File: src/sdma_pkg.sv
// ----------------------------------------------------------------------------
// sdma_pkg
// shared widths, reset values, register indexes and the result record
// ----------------------------------------------------------------------------
package sdma_pkg;

    localparam int DEF_GROUP_SIZE = 10;
    localparam int DEF_RING_DEPTH = 2048;
    localparam int QUEUE_DEPTH    = 2;

    localparam int SAMPLE_W   = 16;
    localparam int HEIGHT_W   = 17;
    localparam int WLEN_W     = 12;
    localparam int CFG_IDX_W  = 1;
    localparam int CFG_DATA_W = 16;

    localparam logic [CFG_IDX_W-1:0] REG_WINDOW_LENGTH = 1'd0;
    localparam logic [CFG_IDX_W-1:0] REG_ZERO_LEVEL    = 1'd1;

    localparam logic [WLEN_W-1:0]   RESET_WINDOW_LENGTH = 12'd100;
    localparam logic [SAMPLE_W-1:0] RESET_ZERO_LEVEL    = 16'd15516;
    localparam logic signed [HEIGHT_W-1:0] HEIGHT_MAX   = 17'sd65535;
    localparam logic signed [HEIGHT_W-1:0] HEIGHT_MIN   = -17'sd65535;

    typedef struct packed {
        logic [SAMPLE_W-1:0]        averaged_level;
        logic signed [HEIGHT_W-1:0] height;
        logic signed [HEIGHT_W-1:0] lowest_height;
        logic signed [HEIGHT_W-1:0] highest_height;
    } t_result;

    localparam int RESULT_W = $bits(t_result);

endpackage

File: src/sdma_div.sv
// ----------------------------------------------------------------------------
// sdma_div
// restoring serial divider, one quotient bit per cycle
// ----------------------------------------------------------------------------
module sdma_div
    import sdma_pkg::*;
#(
    parameter int DIV_W = 27,
    parameter int DVS_W = 12
) (
    input  logic             i_clk,
    input  logic             i_rst_n,
    input  logic             i_start,
    input  logic [DIV_W-1:0] i_dividend,
    input  logic [DVS_W-1:0] i_divisor,
    output logic             o_done,
    output logic [DIV_W-1:0] o_quotient
);

    localparam int CNT_W = $clog2(DIV_W + 1);

    logic             r_busy;
    logic             r_done;
    logic [CNT_W-1:0] r_cnt;
    logic [DIV_W-1:0] r_quo;
    logic [DVS_W-1:0] r_rem;
    logic [DVS_W-1:0] r_dvs;
    logic [DVS_W:0]   w_trial;
    logic [DVS_W:0]   w_diff;
    logic             w_ge;

    assign w_trial    = {r_rem, r_quo[DIV_W-1]};
    assign w_diff     = w_trial - {1'b0, r_dvs};
    assign w_ge       = (w_trial >= {1'b0, r_dvs});
    assign o_done     = r_done;
    assign o_quotient = r_quo;

    always_ff @(posedge i_clk) begin
        if (!i_rst_n) begin
            r_busy <= 1'b0;
            r_done <= 1'b0;
            r_cnt  <= '0;
        end else begin
            r_done <= 1'b0;
            if (i_start) begin
                r_busy <= 1'b1;
                r_cnt  <= CNT_W'(DIV_W);
            end else if (r_busy) begin
                r_cnt <= r_cnt - 1'b1;
                if (r_cnt == CNT_W'(1)) begin
                    r_busy <= 1'b0;
                    r_done <= 1'b1;
                end
            end
        end
    end

    always_ff @(posedge i_clk) begin
        if (i_start) begin
            r_quo <= i_dividend;
            r_rem <= '0;
            r_dvs <= i_divisor;
        end else if (r_busy) begin
            r_quo <= {r_quo[DIV_W-2:0], w_ge};
            r_rem <= w_ge ? w_diff[DVS_W-1:0] : w_trial[DVS_W-1:0];
        end
    end

endmodule

File: config.mk
export PLATFORM = sky130hd
export DESIGN_NAME = sdma_div
export DESIGN_NICKNAME = d
export VERILOG_FILES = /design/src/sdma_pkg.sv /design/src/sdma_div.sv
export SDC_FILE = /design/constraint.sdc
export NUM_CORES = 1
export LEC_CHECK = 0
export ABC_AREA = 0
export ABC_CLOCK_PERIOD_IN_PS = 4440
export BUFFER_PORTS_ARGS = -buffer_cell sky130_fd_sc_hd__buf_2
export CORE_MARGIN = 2
export CORE_UTILIZATION = 40
export DETAILED_ROUTE_END_ITERATION = 12
export HOLD_SLACK_MARGIN = 0.06
export SLEW_MARGIN = 20
export SYNTH_ARGS = -nofsm -noshare
export SYNTH_HDL_FRONTEND = slang
export SYNTH_SLANG_ARGS = --single-unit
File: constraint.sdc
create_clock -name i_clk -period 4.44 [get_ports i_clk]
set_input_delay 0.222 -clock i_clk [delete_from_list [all_inputs] [get_ports i_clk]]
set_output_delay 0.222 -clock i_clk [all_outputs]
set_load 0.01 [all_outputs]
==> flow_summary.ini <==
[status]
status = completed

[timing]
setup_violations = 0
timing.final.ws_setup_ns = 2.16
fmax_ghz = 0.439
fin_skew_ns = 0.00869
rsz0062_at_grt = no
hold_viol_final = 0
timing.setup.tns_ns = 0
tightest_slew_ns = 1.05
fin_hold_ws_ns = 0.0879
min_period_ns = 2.28
relSlewSlack = 0.301
fin_crit_sh = 0.513
slew_viol_final = 0

[finish]
fillerInstances = 714
finalNetCount = 399
drive_gt1_frac = 0.360
areaGrowthSynthToFinish_pct = 22.4
final_core_util = 0.511
multiInputGateArea_um2 = 1340
area.sequential_um2 = 1550
diodes = 0
stdcell_area_um2 = 3720

[synthesis]
syn_nets = 314
ys.flop_type = edfxtp_1
yosys_warnings = 0
synth.distinct_cells = 49
synth_edf_count = 39
async_flop_share = 0
synth-seq-cells = 58
avgSynthCellArea_um2 = 11.8
ys_seq_area_frac = 0.510
synth_cells = 257
syn-cell-area_um2 = 3040

[global_route]
gr-usage-met3 = 0.0539
antenna_found_initial = 0
grt_max_degree = 58
track_usage = 0.155
grt_busiest_layer = met2
met2_usage = 0.247
grt_pass1_vias = 2224
grt_pass1_wl_um = 10200
use_met1 = 0.194
grt_overflow = 0

[clocking]
cts_resized = 0
cts_made_buffers = 9
htreeDepth = 3
cts_tree = built
cts_buffer_depth = 2
clkSlewWorstSetupHoldPaths_ns = 0.07
insertion_delay_ns = 0.34
clkSinkCount = 58
clockRootBuffer = clkbuf_8

[die]
io_pins = 70
fp.dieW_um = 91.2
core_um2 = 7290
start_util = 0.417
dieArea_um2 = 8320
row_count = 31
die-height_um = 91.2

[hold_path]
min_path_cells = 1
min_path_type = in2reg
min_to = r_dvs[0]$_DFFE_PP_
worstHoldStart = i_divisor[0]

[power_and_ir_drop]
sequentialPowerShare = 0.494
clkPwrFrac = 0.307
p_int_mw = 0.959
ir_drop_v = 0.000203
p_sw_frac = 0.281
power_density_nw_per_um2 = 358
switching_power_mw = 0.374
power_leakage_nw = 1.57
combPwrFrac = 0.198

[detailed_routing]
ant_nets = 0
drtIter0Drc = 118
first_pass_iters = 4
routed_wl_um = 6080
vias = 2194
drc = 0
post_drt_via_cell_ratio = 4.92
post_drt_wl_per_cell_um = 13.6

[placed_design]
io_buffers = 69
gp_congestion = 0.826
dpl_cell_area_um2 = 3450
post-place-ws_ns = 2.05
hpwl_um = 4190

[worst_setup_path]
startpoint_type = register
cp.buffers_inverters = 1
slowest_delay_ns = 0.39
cp_cell_sequence = inv_1 > ha_1 > nand4_1 > a211oi_2 > a21oi_2 > nor2_4 > mux2_4 > a211oi_2
cp.arrival_ns = 2.53
crit_fanout = 14
required_ns = 4.69
path_class = reg2reg
reg2reg_depth = 8
crit_top_cell = a211oi_2
r2r_start = r_dvs[6]$_DFFE_PP_
rrSetupSlack_ns = 2.16
critPathTopFamily = simple AND/OR/NAND/NOR gates
crit_slowest_cell = nor2_4
r2r-end = r_rem[0]$_SDFFE_PP0P_
end_kind = register

[run]
maxCapViolations = 0
## cells in the mapped netlist (2+ instances only)
cell type  count  area (um2)
a211oi_2       3        37.5
or2_2          2        12.5
clkbuf_1       3        11.3
nor3_1         5        25.0
dfxtp_1       19         380
nor2b_1        4        25.0
clkbuf_8       2        27.5
mux2_2        27         304
buf_6          2        22.5
nor3b_1        4        30.0
a21oi_2        2        17.5
o31ai_1        2        15.0
a21oi_1       13        65.1
nand2b_1       2        12.5
o21a_1         3        22.5
inv_1         20        75.1
mux2i_1        8        80.1
xnor2_1        2        17.5
a311oi_1       2        17.5
o21ai_0        8        40.0
a211oi_1       4        30.0
o22ai_1        2        12.5
nor2_1        19        71.3
edfxtp_1      39        1170
ha_1          14         175
xor2_1         9        78.8
nand2_1       15        56.3
## kinds of logic after synthesis
| group | after synthesis | share of synthesized area |
|---|---|---|
| simple gates | 59 | 0.0970 |
| flops | 58 | 0.510 |
| compound gates | 50 | 0.117 |
| mux | 36 | 0.131 |
| buf+inv | 28 | 0.0497 |
| fa+ha+maj | 15 | 0.0641 |
| xor+xnor | 11 | 0.0317 |
## per-stage QoR
step,cells,power [mW]
after floorplan,257,0.851
after global placement,419,0.928
after detailed placement,419,0.929
after CTS,446,1.35
after global routing,446,1.41
final,446,1.33
## cell type report
class	instances	share of cell area
multi-input cells	171	0.360
well taps	99	0.0333
repair buffers	82	0.126
flip-flops and latches	58	0.417
clock buffers	11	0.0353
clock inverters	5	0.00840
inverters	20	0.0202
## state kept, by name, summed over array words and instances, names as in the netlist
signal / cells
o_done: 1
o_quotient: 27
r_busy: 1
r_cnt: 5
r_dvs: 12
r_rem: 12
## worst max path at each step
stage | startpoint | end | slack, ns | cells past startpoint
global route | r_dvs[6]$_DFFE_PP_ | r_rem[0]$_SDFFE_PP0P_ | 1.96 | 8
detailed placement | i_start | o_quotient[3]$_DFFE_PP_ | 2.05 | 4
CTS | r_rem[3]$_SDFFE_PP0P_ | r_rem[0]$_SDFFE_PP0P_ | 2.14 | 7
global placement | i_start | o_quotient[9]$_DFFE_PP_ | 2.12 | 4
floorplan | o_quotient[26]$_DFFE_PP_ | r_rem[10]$_SDFFE_PP0P_ | 2.39 | 8
finish | r_dvs[6]$_DFFE_PP_ | r_rem[0]$_SDFFE_PP0P_ | 2.16 | 8
## timing repair
action | 4_1_cts | 5_1_grt
hold buffers | 11 | 0
hold endpoints to repair | 11 | 0
setup buffers | 0 | 0
## placed cells by master, fill, tap and decap left out, types with 2 or more instances in the layout
cell | synthesis | final
edfxtp_1 | 39 | 39
buf_2 | 0 | 69
or2_2 | 2 | 2
dfxtp_1 | 19 | 19
a211oi_1 | 4 | 4
nand2_1 | 15 | 15
xor2_1 | 9 | 9
a21oi_1 | 13 | 13
xnor2_1 | 2 | 2
o21ai_0 | 8 | 8
a21oi_2 | 2 | 2
nand2b_1 | 2 | 2
dlygate4sd3_1 | 0 | 11
nor2_1 | 19 | 19
inv_1 | 20 | 20
o31ai_1 | 2 | 2
clkbuf_8 | 2 | 9
clkinv_2 | 0 | 3
nor3_1 | 5 | 5
ha_1 | 14 | 14
buf_4 | 0 | 2
nor3b_1 | 4 | 4
o22ai_1 | 2 | 2
mux2i_1 | 8 | 8
o21a_1 | 3 | 3
a211oi_2 | 3 | 3
nor2b_1 | 4 | 4
a311oi_1 | 2 | 2
mux2_2 | 27 | 27
clkbuf_1 | 3 | 2
## metal layers
layer / up-vias / share of wire
met5: - / 0
met4: 0 / 0.016
met3: 9 / 0.057
met2: 67 / 0.46
met1: 1009 / 0.47
li1: 1109 / -
## power groups by stage
| stage | Clock [mW] | Sequential (mW) | Combinational (mW) |
|---|---|---|---|
| 2_1_floorplan | 0 | 0.679 | 0.172 |
| 3_3_place_gp | 0 | 0.671 | 0.258 |
| 3_5_place_dp | 0 | 0.670 | 0.258 |
| 4_1_cts | 0.421 | 0.660 | 0.267 |
| 5_1_grt | 0.445 | 0.666 | 0.296 |
| 6_report | 0.410 | 0.659 | 0.265 |
No activity file was read; power rests on OpenSTA's default activity.
