$ cat src/sdma_pkg.sv
// ----------------------------------------------------------------------------
// sdma_pkg
// shared widths, reset values, register indexes and the result record
// ----------------------------------------------------------------------------
package sdma_pkg;

    localparam int DEF_GROUP_SIZE = 10;
    localparam int DEF_RING_DEPTH = 2048;
    localparam int QUEUE_DEPTH    = 2;

    localparam int SAMPLE_W   = 16;
    localparam int HEIGHT_W   = 17;
    localparam int WLEN_W     = 12;
    localparam int CFG_IDX_W  = 1;
    localparam int CFG_DATA_W = 16;

    localparam logic [CFG_IDX_W-1:0] REG_WINDOW_LENGTH = 1'd0;
    localparam logic [CFG_IDX_W-1:0] REG_ZERO_LEVEL    = 1'd1;

    localparam logic [WLEN_W-1:0]   RESET_WINDOW_LENGTH = 12'd100;
    localparam logic [SAMPLE_W-1:0] RESET_ZERO_LEVEL    = 16'd15516;
    localparam logic signed [HEIGHT_W-1:0] HEIGHT_MAX   = 17'sd65535;
    localparam logic signed [HEIGHT_W-1:0] HEIGHT_MIN   = -17'sd65535;

    typedef struct packed {
        logic [SAMPLE_W-1:0]        averaged_level;
        logic signed [HEIGHT_W-1:0] height;
        logic signed [HEIGHT_W-1:0] lowest_height;
        logic signed [HEIGHT_W-1:0] highest_height;
    } t_result;

    localparam int RESULT_W = $bits(t_result);

endpackage

$ cat src/sdma_front.sv
// ----------------------------------------------------------------------------
// sdma_front
// collects samples into groups and hands each complete group sum onward
// ----------------------------------------------------------------------------
module sdma_front
    import sdma_pkg::*;
#(
    parameter int GROUP_SIZE = DEF_GROUP_SIZE,
    parameter int GSUM_W     = SAMPLE_W + $clog2(GROUP_SIZE)
) (
    input  logic                i_clk,
    input  logic                i_rst_n,
    input  logic                i_valid,
    input  logic [SAMPLE_W-1:0] i_sample,
    output logic                o_push,
    output logic [GSUM_W-1:0]   o_sum
);

    localparam int GCNT_W = (GROUP_SIZE > 1) ? $clog2(GROUP_SIZE) : 1;

    logic [GSUM_W-1:0] r_gsum;
    logic [GCNT_W-1:0] r_gcnt;
    logic [GSUM_W-1:0] n_gsum;
    logic              w_last;

    assign n_gsum = r_gsum + GSUM_W'(i_sample);
    assign w_last = (r_gcnt == GCNT_W'(GROUP_SIZE - 1));
    assign o_push = i_valid && w_last;
    assign o_sum  = n_gsum;

    always_ff @(posedge i_clk) begin
        if (!i_rst_n) begin
            r_gsum <= '0;
            r_gcnt <= '0;
        end else if (i_valid) begin
            if (w_last) begin
                r_gsum <= '0;
                r_gcnt <= '0;
            end else begin
                r_gsum <= n_gsum;
                r_gcnt <= r_gcnt + 1'b1;
            end
        end
    end

endmodule

$ cat config.mk
export PLATFORM = sky130hd
export DESIGN_NAME = sdma_front
export DESIGN_NICKNAME = d
export VERILOG_FILES = /design/src/sdma_pkg.sv /design/src/sdma_front.sv
export SDC_FILE = /design/constraint.sdc
export NUM_CORES = 1
export LEC_CHECK = 0
export ABC_AREA = 1
export BUFFER_PORTS_ARGS = -buffer_cell sky130_fd_sc_hd__buf_2
export CAP_MARGIN = 40
export CORE_MARGIN = 2
export CORE_UTILIZATION = 45
export DETAILED_ROUTE_END_ITERATION = 7
export MAX_ROUTING_LAYER = met4
export PLACE_DENSITY = 0.75
export SYNTH_ARGS = -nofsm -noshare
export SYNTH_HDL_FRONTEND = slang
export SYNTH_SLANG_ARGS = --single-unit
$ cat constraint.sdc
create_clock -name i_clk -period 3.3 [get_ports i_clk]
set_input_delay 0.66 -clock i_clk [delete_from_list [all_inputs] [get_ports i_clk]]
set_output_delay 0.66 -clock i_clk [all_outputs]
set_load 0.01 [all_outputs]
==> results of run 1 <==
-- worst max-delay path: stages --
cell and delay (ps):
buf_2 100, ha_1 280, fa_1 450, nand3_1 110, nand3_2 100, nand3_1 80, nand2_1 120, or2_1 230
and2_4 140, buf_2 130
-- cells in the final DEF (no fill, tap or decap), drive strengths merged --
| cell | instances |
|---|---|
| buf | 40 |
| clkbuf | 4 |
| nand2 | 122 |
| and2 | 15 |
| nor4 | 1 |
| inv | 44 |
| o211ai | 1 |
| xor2 | 6 |
| or2 | 3 |
| nor3 | 1 |
| nor2 | 28 |
| nand3b | 5 |
| ha | 16 |
| a21oi | 35 |
| nand4 | 2 |
| dfxtp | 24 |
| o21ai | 4 |
| nand3 | 30 |
| fa | 1 |
-- worst min path at each step --
stage	start	endpoint	slack, ps
floorplan	r_gcnt[2]	r_gcnt[2]	440
global placement	r_gsum[2]	r_gsum[2]	460
detailed placement	r_gsum[14]	r_gsum[14]	460
CTS	r_gsum[14]	r_gsum[14]	480
global route	r_gsum[2]	r_gsum[2]	490
finish	r_gsum[12]	r_gsum[12]	480
-- cell families (layout without fill, tap and decap cells) --
group / Yosys count / after routing / synth area share (%)
adders and majority gates: 17 / 17 / 10.28
DFF: 24 / 24 / 22.43
and+or+nand+nor: 207 / 207 / 44.80
xor gates and xnor gates: 6 / 6 / 2.804
buffers and inverters: 50 / 88 / 8.937
AOI/OAI and AO/OA: 40 / 40 / 10.75
-- state kept, by name (all words and copies together) (netlist names) --
| register | count |
|---|---|
| r_gsum | 20 |
| r_gcnt | 4 |
-- final cells by class --
cell class,instances,area [sq um]
clock buffer,4,55.05
fill,487,2220
inverter,44,165.2
multi-input combinational,270,1470
sequential,24,480.5
tap,54,67.56
timing repair buffer,40,202.7
-- power breakdown --
group | switching (mW) | internal (mW)
clock network | 0.108 | 0.107
registers | 0.0164 | 0.316
logic | 0.277 | 0.180
total | 0.402 | 0.603
-- per-layer routing --
metal / global-route usage [%] / vias to the layer above / wire [um]
met3: 1.796 / 8 / 145
met4: 5.761 / 0 / 73
met2: 34.63 / 35 / 2400
met1: 30.02 / 954 / 2580
li1: - / 1168 / -
met5: - / - / 0
-- metrics by stage --
stage	cells	utilization [%]	hold WS, ps
finish	436	52.38	476.6
global route	436	52.38	490.4
CTS	436	52.38	475.9
detailed placement	432	51.19	461.3
global placement	432	51.19	455.9
floorplan	344	-	441.9
==> impl_metrics.yaml, run 1 <==
critical_path:
  cp.arrival_ps: 2410
  setup.worst_path.end_class: "primary output"
  r2r-end: "r_gsum[8]"
  crit_fanout: 4
  worstSetupPathType: "in -> out"
  crit_start: "i_sample[0]"
  cp-start-kind: "input port"
  critical_path.endpoint: "o_sum[8]"
  r2r_cells: 10
  cp.required_ps: 2640
  rrSetupSlack_ps: 1200
  reg2reg_from: "r_gsum[0]"
power_and_ir_drop:
  p_leak_nw: 1.281
  peakVddDrop_uv: 207.7
  power_mw: 1.005
  p_per_area_nw_per_um2: 411.8
logic_synthesis:
  avgSynthCellArea_sq_um: 6.227
  ys_types: 29
  synthFlopType: "dfxtp_1"
  yosysSeqAreaShare_pct: 22.43
  yosysMostFrequentCell: "nand2_1"
  synth_nets: 380
  synth_area_leaders: "dfxtp_1, nand2_1, ha_1"
  synth_edf_count: 0
  synth_top_area_share_pct: 22.43
  synth_common_cells: "nand2_1, inv_1, a21oi_1"
  async_flop_share_pct: 0
  ys_ff_latch: 24
  ys_warn_count: 0
  synth_area_sq_um: 2142
  yosysTopAreaCell: "dfxtp_1"
  synth_cells: 344
detailed_routing:
  drtIter0Drc: 93
  routed_wirelength_um: 5200
  vias: 2165
  drc: 0
  first_pass_iters: 4
  via_per_inst: 4.966
  ant_nets: 0
  wire_per_inst_um: 11.93
placement:
  place_congestion: 0.9307
  placed_cell_area_sq_um: 2386
  dp_slack_ps: 224.5
  portBuffers: 39
  place.detailed.hpwl_um: 4090
sta:
  final.min_clock_period_ps: 3072
  finalSetupViolCount: 0
  worstMarginPinSlew_ps: 805.3
  tns_ps: 0
  slew_viol_final: 0
  max_freq_ghz: 0.3255
  finClkSkew_ps: 1.855
  slew_headroom_pct: 46.26
  rsz0062_at_grt: "no"
  finalCritPeriodShare_pct: 93.09
  hold_viol: 0
  layout_setup_ws_ps: 227.9
global_route:
  grt_max_degree: 23
  grt_antenna_before_repair: 0
  grt_pass1_wl_um: 9032
  grt_pass1_vias: 2062
  gr-total-overflow: 0
  grt_usage_pct: 21.86
status:
  outcome: "finished, final reports clean"
clock_tree:
  htreeDepth: 1
  cts_buffers: 3
  clk_pin_slew_ps: 90
  cts_tree: "built"
  post_cts_buffers: 0
  clock-root-buffer: "clkbuf_8"
  clk_latency_ps: 280
  post_cts_resized: 0
  cts_buffer_depth: 2
  ctsHoldBuffers: 0
  clkSinkCount: 24
job:
  cap_violations: 0
floorplanning:
  die_y_um: 73.00
  die_x_um: 73.00
  ioPinCount: 40
  die-area_sq_um: 5328
  row_count: 25
  initial_core_util_pct: 45.96
  design.core.area_sq_um: 4661
cells_and_area:
  diodes: 0
  finalNetCount: 419
  drive_gt1_share_pct: 19.63
  post-route-cell-area_sq_um: 2441
  synthToLayoutAreaGrowth_pct: 13.96
hold_path:
  hold_class: "reg -> reg"
  holdPathStages: 2
Power figures use the tool's default switching activity.
==> run 2, diff against run 1 <==
Settings changed: ABC_AREA 1 to unset, CORE_ASPECT_RATIO set to 0.9, PLACE_DENSITY 0.75 to 0.76.
==> run 2 against run 1 <==
Compared with the run above:
- critical path depth down 1
- critical path type unchanged
- highest routed layer unchanged
- maximum frequency down 5.3%
- via count down 15%
==> impl_metrics.yaml, run 2 <==
status:
  outcome: "finished, final reports clean"
hold_path:
  min_from: "r_gsum[7]"
  hold_class: "reg -> reg"
  holdPathStages: 2
  holdPathEnd: "r_gsum[7]"
clock_tree:
  clock-root-buffer: "clkbuf_8"
  htreeDepth: 1
  cts_buffers: 3
  clk_latency_ps: 270
  cts_tree: "built"
  clk_pin_slew_ps: 90
  clkSinkCount: 24
  ctsHoldBuffers: 0
  cts_buffer_depth: 2
critical_path:
  setup.worst_path.end_class: "primary output"
  r2r_cells: 10
  worstSetupPathType: "in -> out"
  crit_path_max_incr_delay_ps: 390
  path_cells: "buf_2, ha_1, nand2_2, or3b_4, a211o_4, a311oi_4, or3_4, and2_1, buf_2"
  cp-start-kind: "input port"
  cp_slowest_cell: "or3b_4"
  r2r-end: "r_gsum[16]"
  cp.arrival_ps: 2580
  reg2reg_from: "r_gsum[0]"
  cp.required_ps: 2640
  crit_fanout: 4
  rrSetupSlack_ps: 1020
  cp_common_cell: "buf_2"
detailed_routing:
  routed_wirelength_um: 4512
  drc: 0
  drtIter0Drc: 112
  vias: 1834
  ant_nets: 0
  wire_per_inst_um: 14.10
  via_per_inst: 5.731
  first_pass_iters: 5
sta:
  max_freq_ghz: 0.3083
  layout_setup_ws_ps: 56.50
  hold_viol: 0
  finClkSkew_ps: 1.723
  slew_headroom_pct: 58.91
  rsz0062_at_grt: "yes"
  worstMarginPinSlew_ps: 614.0
  finalSetupViolCount: 0
  slew_viol_final: 0
  final.min_clock_period_ps: 3244
  tns_ps: 0
  finalCritPeriodShare_pct: 98.29
logic_synthesis:
  yosysSeqAreaShare_pct: 26.37
  ys_ff_latch: 24
  synth_area_leaders: "dfxtp_1, ha_1, xnor2_1"
  yosysTopAreaCell: "dfxtp_1"
  ys_types: 48
  synthFlopType: "dfxtp_1"
  synth_area_sq_um: 1822
  ys_warn_count: 0
  synth_cells: 226
  synth_edf_count: 0
  synth_nets: 262
  synth_top_area_share_pct: 26.37
  avgSynthCellArea_sq_um: 8.061
  async_flop_share_pct: 0
  synth_common_cells: "dfxtp_1, nor2_1, nand2_1"
  yosysMostFrequentCell: "dfxtp_1"
cells_and_area:
  final_cell_mix: "buf_2, dfxtp_1, nor2_1"
  postLayoutCoreUtil_pct: 59.87
  largest_reg_flops: 20
  fin_cells: 320
  reg_top3: "r_gsum x20, r_gcnt x4"
  diodes: 0
  finalNetCount: 311
  synthToLayoutAreaGrowth_pct: 25.21
  final_common_cell: "buf_2"
  drive_gt1_share_pct: 27.37
  regMostFlops: "r_gsum"
power_and_ir_drop:
  combPwrFrac_pct: 45.8
  intPower_mw: 0.7158
  p_seq_share_pct: 30.4
  peakVddDrop_uv: 297.3
  clkPwrFrac_pct: 23.7
  p_leak_nw: 1.021
  p_per_area_nw_per_um2: 492.1
  p_switching_mw: 0.4065
  power_mw: 1.122
  power_switching_share_pct: 36.22
global_route:
  grt_max_degree: 18
  grt_pass1_wl_um: 7631
  gr-total-overflow: 0
  grt_antenna_before_repair: 0
  grt_usage_pct: 21.03
  grt_pass1_vias: 1730
placement:
  portBuffers: 39
  dp.cells: 316
  place.detailed.hpwl_um: 3376
  dp_slack_ps: -24.03
  place_congestion: 0.8690
floorplanning:
  ioPinCount: 40
  row_count: 21
  die_x_um: 71.07
  initial_core_util_pct: 47.82
  die_y_um: 64.36
  design.core.area_sq_um: 3810
  die-area_sq_um: 4574
job:
  cap_violations: 0
[run 2: changes by cell type in the layout (fill, tap and decap cells not counted), moves of 11 or more]
| cell | previous run | this run |
|---|---|---|
| buf_4 | 1 | 13 |
| and2_1 | 14 | 1 |
| nand2_1 | 117 | 17 |
| inv_1 | 39 | 10 |
| xnor2_1 | 0 | 11 |
| nand3_1 | 23 | 11 |
| a21oi_1 | 29 | 14 |
[run 2: layout make-up]
class                      count  area (sq um)
clock inverter                 1         30.03
multi-input combinational    183          1338
timing repair buffer          52         292.8
tap                           46         57.56
clock buffer                   3         41.29
inverter                      11         41.29
sequential                    24         480.5
fill                         356          1529
[run 2: timing repair]
action                                  CTS  global route
resized for setup                         2            15
endpoints found under the setup margin    2             8
setup buffers                             0             0
pin swaps                                 0             5
[run 2: cell families after synthesis]
family          count (synthesis)  synth area share [%]
compound gates                 76                 29.60
xor+xnor                       17                 8.173
fa+ha+maj                      17                 12.09
buf+inv                        19                 3.984
flops                          24                 26.37
mux                             1                0.5495
simple gates                   72                 19.23
[run 2: per-stage QoR]
| step | hold slack (ps) | instance area, sq um |
|---|---|---|
| 3_3_place_gp | 443.1 | 2141 |
| 4_1_cts | 477.8 | 2218 |
| 5_1_grt | 496.8 | 2281 |
| 6_report | 469.5 | 2281 |
| 3_5_place_dp | 458.2 | 2141 |
| 2_1_floorplan | 429.2 | 1822 |
[run 2: how the worst max path moves through the flow]
| stage | start | end | slack (ps) | depth (start not counted) |
|---|---|---|---|---|
| floorplan | i_sample[0] | o_sum[16] | 220 | 7 |
| global placement | i_sample[0] | o_sum[14] | 20 | 10 |
| detailed placement | i_sample[0] | o_sum[14] | -20 | 10 |
| CTS | i_sample[0] | o_sum[14] | 20 | 10 |
| global route | i_sample[3] | o_sum[15] | -40 | 9 |
| finish | i_sample[3] | o_sum[15] | 60 | 9 |
[run 2: power groups by stage]
stage | Sequential [mW] | Combinational [mW] | Clock, mW
6_report | 0.341 | 0.515 | 0.266
5_1_grt | 0.346 | 0.571 | 0.283
2_1_floorplan | 0.343 | 0.331 | 0
4_1_cts | 0.341 | 0.489 | 0.275
3_5_place_dp | 0.348 | 0.484 | 0
3_3_place_gp | 0.347 | 0.478 | 0
[run 2: layer usage]
metal / global-route usage [%] / wire, um / vias up
met5: - / 0 / -
met4: 3.302 / 18 / 0
met3: 4.101 / 212 / 2
met2: 34.35 / 2071 / 46
met1: 27.58 / 2210 / 855
li1: - / - / 931
[run 2: critical path: cells and delay by family]
family | cells | cell delay, ps
buf+inv | 2 | 220
compound gates | 2 | 610
simple gates | 4 | 760
fa+ha+maj | 1 | 300
