## config.mk

```make
export PLATFORM = sky130hd
export DESIGN_NAME = sdma_fifo
export DESIGN_NICKNAME = d
export VERILOG_FILES = /design/src/sdma_pkg.sv /design/src/sdma_fifo.sv
export SDC_FILE = /design/constraint.sdc
export NUM_CORES = 1
export LEC_CHECK = 0
export BUFFER_PORTS_ARGS = -buffer_cell sky130_fd_sc_hd__buf_4
export CAP_MARGIN = 20
export CORE_ASPECT_RATIO = 0.5
export CORE_MARGIN = 2
export CORE_UTILIZATION = 53
export CTS_BUF_LIST = sky130_fd_sc_hd__clkbuf_8
export CTS_CLUSTER_DIAMETER = 200
export DETAILED_ROUTE_END_ITERATION = 6
export PLACE_DENSITY = 0.85
export SLEW_MARGIN = 10
export SYNTH_ARGS = -nofsm -noshare
export SYNTH_HDL_FRONTEND = slang
export SYNTH_SLANG_ARGS = --single-unit
```

## constraint.sdc

```tcl
create_clock -name i_clk -period 2.15 [get_ports i_clk]
set_clock_uncertainty 0.05 [all_clocks]
set_input_delay 0.645 -clock i_clk [delete_from_list [all_inputs] [get_ports i_clk]]
set_output_delay 0.645 -clock i_clk [all_outputs]
set_load 0.01 [all_outputs]
```

## src/sdma_pkg.sv

```systemverilog
// ----------------------------------------------------------------------------
// sdma_pkg
// shared widths, reset values, register indexes and the result record
// ----------------------------------------------------------------------------
package sdma_pkg;

    localparam int DEF_GROUP_SIZE = 10;
    localparam int DEF_RING_DEPTH = 2048;
    localparam int QUEUE_DEPTH    = 2;

    localparam int SAMPLE_W   = 16;
    localparam int HEIGHT_W   = 17;
    localparam int WLEN_W     = 12;
    localparam int CFG_IDX_W  = 1;
    localparam int CFG_DATA_W = 16;

    localparam logic [CFG_IDX_W-1:0] REG_WINDOW_LENGTH = 1'd0;
    localparam logic [CFG_IDX_W-1:0] REG_ZERO_LEVEL    = 1'd1;

    localparam logic [WLEN_W-1:0]   RESET_WINDOW_LENGTH = 12'd100;
    localparam logic [SAMPLE_W-1:0] RESET_ZERO_LEVEL    = 16'd15516;
    localparam logic signed [HEIGHT_W-1:0] HEIGHT_MAX   = 17'sd65535;
    localparam logic signed [HEIGHT_W-1:0] HEIGHT_MIN   = -17'sd65535;

    typedef struct packed {
        logic [SAMPLE_W-1:0]        averaged_level;
        logic signed [HEIGHT_W-1:0] height;
        logic signed [HEIGHT_W-1:0] lowest_height;
        logic signed [HEIGHT_W-1:0] highest_height;
    } t_result;

    localparam int RESULT_W = $bits(t_result);

endpackage

```

## src/sdma_fifo.sv

```systemverilog
// ----------------------------------------------------------------------------
// sdma_fifo
// small register queue, one push and one pop per cycle; a push while full or a pop while empty is ignored
// ----------------------------------------------------------------------------
module sdma_fifo
    import sdma_pkg::*;
#(
    parameter int WIDTH = 16,
    parameter int DEPTH = QUEUE_DEPTH
) (
    input  logic             i_clk,
    input  logic             i_rst_n,
    input  logic             i_push,
    input  logic [WIDTH-1:0] i_data,
    input  logic             i_pop,
    output logic [WIDTH-1:0] o_data,
    output logic             o_empty,
    output logic             o_full
);

    localparam int PTR_W = (DEPTH > 1) ? $clog2(DEPTH) : 1;
    localparam int CNT_W = $clog2(DEPTH + 1);

    logic [WIDTH-1:0] r_mem [DEPTH];
    logic [PTR_W-1:0] r_wp;
    logic [PTR_W-1:0] r_rp;
    logic [CNT_W-1:0] r_cnt;
    logic             w_do_push;
    logic             w_do_pop;

    assign o_empty   = (r_cnt == '0);
    assign o_full    = (r_cnt == CNT_W'(DEPTH));
    assign o_data    = r_mem[r_rp];
    assign w_do_push = i_push && !o_full;
    assign w_do_pop  = i_pop && !o_empty;

    always_ff @(posedge i_clk) begin
        if (!i_rst_n) begin
            r_wp  <= '0;
            r_rp  <= '0;
            r_cnt <= '0;
        end else begin
            if (w_do_push) begin
                r_wp <= (r_wp == PTR_W'(DEPTH - 1)) ? '0 : r_wp + 1'b1;
            end
            if (w_do_pop) begin
                r_rp <= (r_rp == PTR_W'(DEPTH - 1)) ? '0 : r_rp + 1'b1;
            end
            if (w_do_push && !w_do_pop) begin
                r_cnt <= r_cnt + 1'b1;
            end else if (w_do_pop && !w_do_push) begin
                r_cnt <= r_cnt - 1'b1;
            end
        end
    end

    always_ff @(posedge i_clk) begin
        if (w_do_push) begin
            r_mem[r_wp] <= i_data;
        end
    end

endmodule

```

==> out/qor.csv, run 1 <==
metric,value,unit
n_fill_cell,178,
hold_viol_final,0,
r2r_cells,6,
synth_fa_ha_area_frac,0.00902,
grt_pass1_wl,3480,µm
synthCells,75,
async_flop_share,0,
synth_top_cell_by_area,edfxtp_1,
synth_xor_xnor_area_share,0.0189,
synth_most_common_cell,edfxtp_1,
maxSlewViolCount,0,
status,"complete, no violations",
fmax,487,MHz
end_kind,primary output,
ys_seq_elements,37,
vias,773,
cellPowerDensity,1190,nW/µm²
worstSetupPathType,flop to primary output,
insertion_delay,0.28,ns
dpl.hpwl,1530,µm
cts_max_level,2,
wl_per_cell,14.5,µm
post_dp_cell_area,1730,µm²
synth.area.mux_share,0.130,
worstPathArrival,1.36,ns
cts_tree,done,
gr-total-overflow,0,
vdd_drop_max,0.840,mV
synth_edf_count,32,
synthTopCellsByArea,"edfxtp_1 (69%), mux2_2 (13%), dfxtp_1 (7.2%)",
total_leakage_power,0.712,nW
fin_area,1830,µm²
fin_tns_setup,0,ns
cap_viol_max_count,0,
areaGrowthSynthToFinish,32.1,%
grt_max_degree,17,
io_pins,38,
hold_depth,2,
crit_fanout,16,
syn_area,1390,µm²
cts_buffers,5,
drt_first_pass_iters,4,
vias_per_cell,4.89,
clk_path_buf_depth,2,
start_util,0.547,
num_antenna_cells,0,
cts_setup_buffers,0,
fin_crit,2.05,ns
crit_required,1.45,ns
gp_congestion,0.727,
die_h,40.2,µm
rsz0062_at_grt,false,
track_usage,0.167,
drc_errors,0,
worst_pin_slew,0.228,ns
min_from,r_cnt[1],
dieArea,3070,µm²
ys_types,21,
die_x,76.4,µm
antenna_found_initial,0,
synth_commonest_cells,"edfxtp_1 (32), mux2_2 (16), dfxtp_1 (5)",
grt_pass1_vias,747,
fin_crit_sh,0.955,
yosysWarnings,0,
r2r-end,r_cnt[1],
synth-seq-area-share,0.765,
cp-start-kind,flop,
cts.repair.resized,0,
r2r-start,r_cnt[0],
synth_top_family_by_area,multiplexers,
cts.sinks,37,
drtIter0Drc,30,
synth_top_area_frac,0.693,
hold_end,r_cnt[1],
synth-simple-area-share,0.0397,
routed_wl,2290,µm
antenna_left,0,
fin_nets,142,
synth.avg_cell_area,18.5,µm²
ys.flop_type,edfxtp_1,
path_clk_slew,0.07,ns
rows,13,
relSlewSlack,0.847,
coreArea,2540,µm²
hp-class,flop to flop,
portBuffers,37,
layout-drive-gt1-share,0.545,
synth-compound-area-share,0.0234,
rrSetupSlack,0.52,ns
syn-num-nets,96,
clock-root-buffer,clkbuf_8,
ctsHoldBuffers,0,
setup_violations,0,
-- final cells by class --
class                           count  area [µm²]  area share
Clock buffer                        5        68.8      0.0375
Sequential cell                    37        1060       0.579
Tap cell                           37        46.3      0.0253
Timing Repair Buffer               41         308       0.168
Multi-Input combinational cell     34         307       0.167
Clock inverter                      2        35.0      0.0191
Inverter                            2        7.51     0.00410
-- layout by cell type, fill, tap and decap left out --
cell | netlist | layout
nor2_1 | 2 | 2
clkinv_2 | 0 | 1
o21a_1 | 1 | 1
and2_1 | 3 | 3
nand2b_1 | 1 | 1
and3_1 | 1 | 1
o21ai_1 | 1 | 1
buf_4 | 1 | 41
mux2_2 | 16 | 16
xnor2_1 | 2 | 2
ha_1 | 1 | 1
inv_1 | 1 | 1
xor2_1 | 1 | 1
dfxtp_1 | 5 | 5
bufinv_16 | 0 | 1
o21ai_0 | 1 | 1
edfxtp_1 | 32 | 32
or3_1 | 1 | 1
inv_2 | 1 | 1
nor3_2 | 1 | 1
a21boi_1 | 1 | 1
clkbuf_8 | 0 | 5
a21boi_0 | 1 | 1
-- logic make-up after synthesis --
| group | count (synthesis) |
|---|---|
| AO/OA/AOI/OAI | 5 |
| XOR/XNOR | 3 |
| adder cells (fa/ha/maj) | 1 |
| buffers and inverters | 4 |
| flip-flops | 37 |
| multiplexers | 16 |
| AND/OR/NAND/NOR | 9 |
-- per-layer routing --
metal,wire length (µm),vias up,share of wire,global-route usage
met1,886,373,0.39,0.173
met3,80,7,0.035,0.0698
met5,0,-,0,0
met2,1260,22,0.55,0.299
li1,-,371,-,-
met4,62,0,0.027,0.123
-- sequential cells by signal, summed over array words and instances, names as in the netlist, named ones only --
name   flops
r_rp       1
r_cnt      2
r_mem     32
r_wp       1
-- power breakdown --
part | switching, W | internal (W) | leakage [nW]
Combinational | 0.000304 | 0.000358 | 0.318
Sequential | 0.0000430 | 0.000909 | 0.340
Clock | 0.000226 | 0.000337 | 0.0540
Total | 0.000573 | 0.00160 | 0.712
-- stage by stage --
step / util / hold slack [ns] / worst slack, ns / cells / power [W]
6_report: 0.722 / 0.470 / 0.0975 / 158 / 0.00218
5_1_grt: 0.722 / 0.475 / 0.0357 / 158 / 0.00229
2_1_floorplan: - / 0.433 / 0.298 / 75 / 0.00134
4_1_cts: 0.722 / 0.466 / 0.0827 / 158 / 0.00220
3_5_place_dp: 0.681 / 0.457 / 0.326 / 151 / 0.00162
3_3_place_gp: 0.681 / 0.447 / 0.381 / 151 / 0.00160
-- worst max-delay path, cell delays in order, from the launching register on --
cell,delay [ns]
dfxtp_1,0.31
buf_4,0.24
mux2_2,0.37
buf_4,0.15
-- worst max-delay path by stage --
| stage | start | end | slack (ns) | depth (start not counted) |
|---|---|---|---|---|
| 6_report | flop | o_data[6] | 0.1 | 3 |
| 3_3_place_gp | i_push | r_cnt[1] | 0.38 | 6 |
| 3_5_place_dp | i_push | r_cnt[1] | 0.33 | 6 |
| 5_1_grt | flop | o_data[8] | 0.04 | 3 |
| 4_1_cts | flop | o_data[4] | 0.08 | 3 |
| 2_1_floorplan | i_push | r_mem[0][0] | 0.30 | 2 |
(Power assumes the default switching activity.)
==> run 2, diff against run 1 <==
--- a/config.mk
+++ b/config.mk
@@ -13,7 +13,8 @@
 export CTS_BUF_LIST = sky130_fd_sc_hd__clkbuf_8
 export CTS_CLUSTER_DIAMETER = 200
 export DETAILED_ROUTE_END_ITERATION = 6
-export PLACE_DENSITY = 0.85
+export HOLD_SLACK_MARGIN = 0.06
+export PLACE_DENSITY = 0.81
 export SLEW_MARGIN = 10
 export SYNTH_ARGS = -nofsm -noshare
 export SYNTH_HDL_FRONTEND = slang
==> run 2 against run 1 <==
Net effect: final area decreased by 1.6%; non-clock buffer count decreased by 1; sequential power about the same; critical path type unchanged; clock-buffer cell count unchanged; critical endpoint is now o_data[15]; combinational power decreased by 3.0%; highest routed layer unchanged; global-route usage decreased by 1.9 points; final cell count unchanged; hold slack improved by 0.019 ns.
==> out/qor.csv, run 2 (synthesis results as in run 1) <==
metric,value,unit,change
register_area,1060,µm²,unchanged
status,"complete, no violations",,unchanged
die_h,40.2,µm,unchanged
cts_max_level,2,,unchanged
num_antenna_cells,0,,unchanged
worstPathBufferInverterCount,2,,unchanged
die_x,76.4,µm,unchanged
hold_depth,2,,unchanged
routed_wl,2050,µm,was 2290 µm
io_pins,38,,unchanged
setup_violations,0,,unchanged
maxSlewViolCount,0,,unchanged
r2r-end,r_cnt[1],,unchanged
hp-class,flop to flop,,unchanged
rows,13,,unchanged
hold_end,r_cnt[1],,unchanged
cp_cell_sequence,"buf_4, mux2_2, buf_4",,unchanged
drt_first_pass_iters,4,,unchanged
regMostFlops,r_mem,,unchanged
slowest_delay,0.37,ns,about the same
rrSetupSlack,0.51,ns,was 0.52 ns
clk_path_buf_depth,2,,unchanged
insertion_delay,0.28,ns,about the same
r2r-start,r_cnt[0],,unchanged
drc_errors,0,,unchanged
dpl.hpwl,1440,µm,was 1530 µm
grt_max_degree,18,,was 17
total_leakage_power,0.696,nW,was 0.712 nW
worstSetupPathType,flop to primary output,,unchanged
fmax,497,MHz,was 487 MHz
end_kind,primary output,,unchanged
cts_buffers,5,,unchanged
crit_required,1.45,ns,about the same
vias_per_cell,4.73,,was 4.89
clock-root-buffer,clkbuf_8,,unchanged
most-common-layout-cells,"buf_4 (40), edfxtp_1 (32), mux2_2 (16)",,"was buf_4 (41), edfxtp_1 (32), mux2_2 (16)"
critPathTopFamily,buffers and inverters,,unchanged
worst_pin_slew,0.227,ns,was 0.228 ns
portBuffers,37,,unchanged
mostFrequentLayoutCell,buf_4,,unchanged
n_fill_cell,176,,was 178
cts.sinks,37,,unchanged
vias,747,,was 773
relSlewSlack,0.849,,was 0.847
fin_crit_sh,0.937,,was 0.955
cp-start-kind,flop,,unchanged
rsz0062_at_grt,false,,unchanged
min_from,r_cnt[1],,unchanged
coreArea,2540,µm²,unchanged
largest_register_ff_count,32,,unchanged
fin_util,0.711,,was 0.722
vdd_drop_max,0.685,mV,was 0.840 mV
r2r_cells,6,,unchanged
drtIter0Drc,59,,was 30
multiInputGateArea,307,µm²,unchanged
cpMostUsedCell,buf_4,,unchanged
antenna_found_initial,0,,unchanged
crit_fanout,16,,unchanged
fin_nets,141,,was 142
layout-drive-gt1-share,0.529,,was 0.545
fin_tns_setup,0,ns,unchanged
power,0.00202,W,was 0.00218 W
dieArea,3070,µm²,unchanged
gr-total-overflow,0,,unchanged
cellPowerDensity,1120,nW/µm²,was 1190 nW/µm²
start_util,0.547,,unchanged
path_clk_slew,0.06,ns,was 0.07 ns
fin_crit,2.01,ns,was 2.05 ns
cap_viol_max_count,0,,unchanged
grt_pass1_wl,3250,µm,was 3480 µm
gp_congestion,0.730,,was 0.727
crit_path_top_delay_cell,mux2_2,,unchanged
final_cells,158,,unchanged
placed_cells,150,,was 151
hold_viol_final,0,,unchanged
antenna_left,0,,unchanged
cts_setup_buffers,0,,unchanged
top_regs,"r_mem x32, r_cnt x2",,unchanged
holdWs,0.489,ns,was 0.470 ns
cts_tree,done,,unchanged
grt_pass1_vias,743,,was 747
cts.repair.resized,0,,unchanged
areaGrowthSynthToFinish,29.9,%,was 32.1%
worstPathArrival,1.32,ns,was 1.36 ns
ctsHoldBuffers,0,,unchanged
track_usage,0.149,,was 0.167
wl_per_cell,13.0,µm,was 14.5 µm
==> run 2: layout make-up <==
class,instances,share of cell area
clock inverter,3,0.00694
clock buffer,5,0.0382
tap,37,0.0257
sequential,37,0.588
inverter,2,0.00416
timing repair buffer,40,0.167
multi-input combinational,34,0.170
==> run 2: worst reg2reg max path: stages (launching register included) <==
cell and delay [ns]:
dfxtp_1 0.41, nand2b_1 0.18, inv_2 0.06, nor2_1 0.09, ha_1 0.26, or3_1 0.36, a21boi_1 0.15
==> run 2: per-layer routing <==
metal,share of wire,vias up,global-route usage,routed length [µm]
met5,0,-,0,0
met4,0.0058,0,0.0682,12
met3,0.040,2,0.0631,83
met2,0.57,12,0.283,1180
met1,0.38,365,0.154,779
li1,-,368,-,-
==> run 2: how the worst max path moves through the flow <==
stage	to	cells past startpoint
2_1_floorplan	r_mem[0][0]	2
5_1_grt	o_data[15]	3
3_5_place_dp	r_cnt[1]	6
4_1_cts	o_data[15]	3
3_3_place_gp	r_cnt[1]	6
6_report	o_data[15]	3
==> run 2: report_power, final <==
part | switching [W] | leakage, nW | internal [W]
combinational | 0.000290 | 0.313 | 0.000350
clock | 0.000213 | 0.0430 | 0.000217
sequential | 0.0000428 | 0.340 | 0.000909
total | 0.000547 | 0.696 | 0.00148
==> run 2: stage by stage <==
stage | instance area, µm² | worst slack, ns
2_1_floorplan | 1390 | 0.298
3_3_place_gp | 1720 | 0.382
3_5_place_dp | 1720 | 0.311
4_1_cts | 1800 | 0.112
5_1_grt | 1800 | 0.0582
6_report | 1800 | 0.136
